File: config.mk
export PLATFORM = sky130hd
export DESIGN_NAME = cfa_percent
export DESIGN_NICKNAME = d
export VERILOG_FILES = /design/src/cfa_percent.sv
export SDC_FILE = /design/constraint.sdc
export NUM_CORES = 1
export LEC_CHECK = 0
export ABC_AREA = 0
export BUFFER_PORTS_ARGS = -buffer_cell sky130_fd_sc_hd__buf_2
export CAP_MARGIN = 20
export CORE_ASPECT_RATIO = 0.75
export CORE_MARGIN = 10
export CORE_UTILIZATION = 35
export DETAILED_ROUTE_END_ITERATION = 6
export GPL_ROUTABILITY_DRIVEN = 0
export PLACE_DENSITY = 0.61
export SLEW_MARGIN = 10
export SYNTH_ARGS = -nofsm -noshare
export SYNTH_HDL_FRONTEND = slang
export SYNTH_SLANG_ARGS = --single-unit
export TNS_END_PERCENT = 20
File: constraint.sdc
create_clock -name clk -period 6.9 [get_ports clk]
set_input_delay 0.345 -clock clk [delete_from_list [all_inputs] [get_ports clk]]
set_output_delay 0.345 -clock clk [all_outputs]
set_load 0.1 [all_outputs]
File: src/cfa_percent.sv
// ----------------------------------------------------------------------------
// cfa_percent
// Used share in percent, used * 100 / units, by reciprocal multiplication.
// ----------------------------------------------------------------------------
module cfa_percent #(
  parameter int CW = 11,
  parameter int UNITS = 1024
) (
  input  logic          clk,
  input  logic          rst,
  input  logic          start,
  input  logic [CW-1:0] used,
  output logic          done,
  output logic [6:0]    pct
);
  localparam int NW = CW + 7;
  localparam int SH = NW + $clog2(UNITS);
  localparam int MW = NW + 1;
  localparam int PW = NW + MW;
  // The rounded-up reciprocal is exact for every numerator below 2**NW.
  localparam longint RECIP_I = ((longint'(1) << SH) + longint'(UNITS) - 1) / longint'(UNITS);
  localparam logic [MW-1:0] RECIP = MW'(RECIP_I);

  logic [NW-1:0] num;
  logic [PW-1:0] prod;
  logic          stage;

  always_ff @(posedge clk) begin
    if (rst) begin
      stage <= 1'b0;
      done  <= 1'b0;
    end else begin
      stage <= start;
      done  <= stage;
      if (start) num <= NW'(used) * NW'(100);
      if (stage) prod <= PW'(num) * PW'(RECIP);
    end
  end

  assign pct = prod[SH+6:SH];
endmodule

==> results.ini <==
[synthesis]
muxShareOfSynthArea_pct=0
synth_cells=112
synth_xor_area_share_pct=5.328
synth_top_area_share_pct=31.97
synth-compound-area-share_pct=7.707
yosysWarningCount=0
synth-seq-cells=16
yosys.area_share.simple_pct=6.946
synth.area.top_cells=edfxtp_1 32%, ha_1 31%, fa_1 7.6%
yosys.area_share.adder_pct=39.01
synth-edff-count=14
yosysTopAreaCell=edfxtp_1
synth_seq_area_share_pct=35.01
synth_top_cells_by_count=33 x ha_1, 21 x inv_1, 14 x edfxtp_1
syn_avg_cell_area_sq_um=11.74
synth_ff_type=edfxtp_1
synth_nets=164
async_reset_ff_share_pct=0
synth.distinct_cells=25
post-synth-top-count-cell=ha_1
synth_top_family_by_area=adder cells
netlist_area_sq_mm=0.001315

[global_route]
overflow=0
track_usage_pct=7.157
grt_pass1_vias=956
antenna_found_initial=0
grt_pass1_wl_microns=3919
grt_max_degree=10

[pwr]
switching_share_pct=32.65
internal_power_uw=227.1
power_frac_seq_pct=38.0
p_clk_share_pct=19.9
power_density_mw_per_mm2=220.4
peakVddDrop_mv=0.06535
pwr-share-comb_pct=42.1
leakagePower_nw=0.7598
p_sw_uw=110.1

[cts]
clock_latency_ns=0.24
post_cts_buffers=0
cts_tree=yes
clk_pin_slew_ns=0.06
hold_buffers=0
clock_sinks=16
cts_root_buf=clkbuf_8
post_cts_resized=0
clk_path_buf_depth=2
cts_buffers=3
htree_levels=1

[sta]
min_period_ns=2.979
fmax_mhz=335.6
min_period_over_period_pct=43.18
rsz0062_at_grt=false
slew_headroom_pct=63.03
finalSetupViolations=0
hold_ws_ns=0.3110
fin_skew_ns=0.003295
hold_viol_final=0
worst_pin_slew_ns=0.5534
setup_tns_ns=0
drv_slew=0

[route]
route.detailed.drc=0
ant_nets=0
vias=856
drt_wl_total_microns=2208
viasPerCell=4.529
wire_per_inst_microns=11.68
firstDrtPassIters=3
drtIter0Drc=9

[min_path]
whs_path_depth=2
holdCritPathClass=input port to flop

[setup_path]
cpPeakStageDelay_ns=0.50
critPathTopFamily=adder cells
start_kind=input port
worstPathCellList=buf_2 > ha_1 > ha_1 > inv_1 > fa_1 > inv_1 > ha_1 > a21o_1 > a21oi_1 > nor2b_1 > or4_1 > o211ai_1
cp.required_ns=6.99
critPathKind=input port to flop
r2r_cells=1
worst_path_max_delay_cell=fa_1
arrival_ns=3.07
crit_buf_inv=3
crit_path_max_fanout=5
path_depth=12
critPathCaptureType=flop
crit_top_cell=ha_1

[floorplanning]
die_area_sq_mm=0.006635
die_w_microns=90.78
core-area_sq_mm=0.003637
die_h_microns=73.09
num_io_pins=22
start_util_pct=36.15
rows=19

[finish]
register_area_sq_um=460.4
area_delta_synth_final_pct=16.37
diodes=0
drive_gt1_share_pct=19.71
fillCellCount=345
multi_input_area_sq_um=775.7
nNetsFinal=190

[run]
maxCapViolCount=0

[placed_design]
portBuffers=21
place.detailed.hpwl_microns=2030

[status]
status=finished, final reports clean

==> cell type report <==
type	instances	share of cell area [%]
Tap cell	52	4.252
Sequential cell	16	30.09
Clock inverter	1	0.2453
Multi-Input combinational cell	75	50.69
Timing Repair Buffer	21	6.868
Clock buffer	3	2.698
Inverter	21	5.151
==> power by group through the flow <==
stage	Clock (mW)	Sequential, mW	Combinational [mW]
2_1_floorplan	0	0.139	0.102
3_3_place_gp	0	0.130	0.138
3_5_place_dp	0	0.131	0.142
4_1_cts	0.0713	0.129	0.144
5_1_grt	0.0739	0.130	0.162
6_report	0.0671	0.128	0.142
==> final timing paths <==
kind,to,from,slack (ns)
worst max-delay path,num[16],used[6],3.92
worst max register to register,prod[28],stage,5.76
worst min-delay path,stage,rst,0.31
worst min register to register,prod[30],num[12],0.41
==> routing by layer <==
metal,vias to the layer above,global-route usage (%),share of wire [%],wire [microns]
li1,445,-,-,-
met1,385,7.751,46,1024
met2,21,12.21,45,996
met3,5,2.672,6.5,144
met4,0,3.640,1.9,42
met5,-,0,0,0
==> cells by family (layout without fill, tap and decap cells) <==
group | count (synthesis) | count (layout)
fa+ha+maj | 38 | 38
buf+inv | 21 | 46
flops | 16 | 16
simple gates | 16 | 16
compound gates | 13 | 13
xor+xnor | 8 | 8
==> metrics by stage <==
stage	power, mW	cell area (sq um)	std cells	utilization, %	setup slack, ns
after global placement	0.2683	1485	185	40.83	3.694
final	0.3373	1530	189	42.07	3.921
after floorplan	0.2414	1315	112	-	3.949
after CTS	0.3437	1530	189	42.07	3.924
after global routing	0.3653	1530	189	42.07	3.784
after detailed placement	0.2728	1485	185	40.83	3.683
==> layout by cell type (no fill, tap or decap) <==
master | netlist | layout
dfxtp_1 | 2 | 2
nor2_2 | 1 | 1
xnor2_1 | 6 | 6
a221oi_2 | 1 | 1
clkbuf_8 | 0 | 3
nand2_1 | 1 | 1
a31oi_1 | 1 | 1
nor2b_1 | 5 | 5
a2111o_1 | 1 | 1
nand3_1 | 1 | 1
clkinv_1 | 0 | 1
o311ai_1 | 1 | 1
nand4_1 | 1 | 1
ha_1 | 33 | 33
fa_1 | 5 | 5
a31oi_2 | 1 | 1
nor2_1 | 1 | 1
o211ai_1 | 1 | 1
edfxtp_1 | 14 | 14
inv_1 | 21 | 21
buf_2 | 0 | 21
a21o_1 | 1 | 1
xor2_1 | 2 | 2
or4_1 | 1 | 1
a21oi_1 | 5 | 5
o21a_1 | 1 | 1
nor3_1 | 3 | 3
and3_1 | 2 | 2
==> registers in the layout, indices dropped and copies added (netlist names) <==
signal  flops
num         7
prod        7
stage       1
done        1
(Power assumes the default switching activity.)
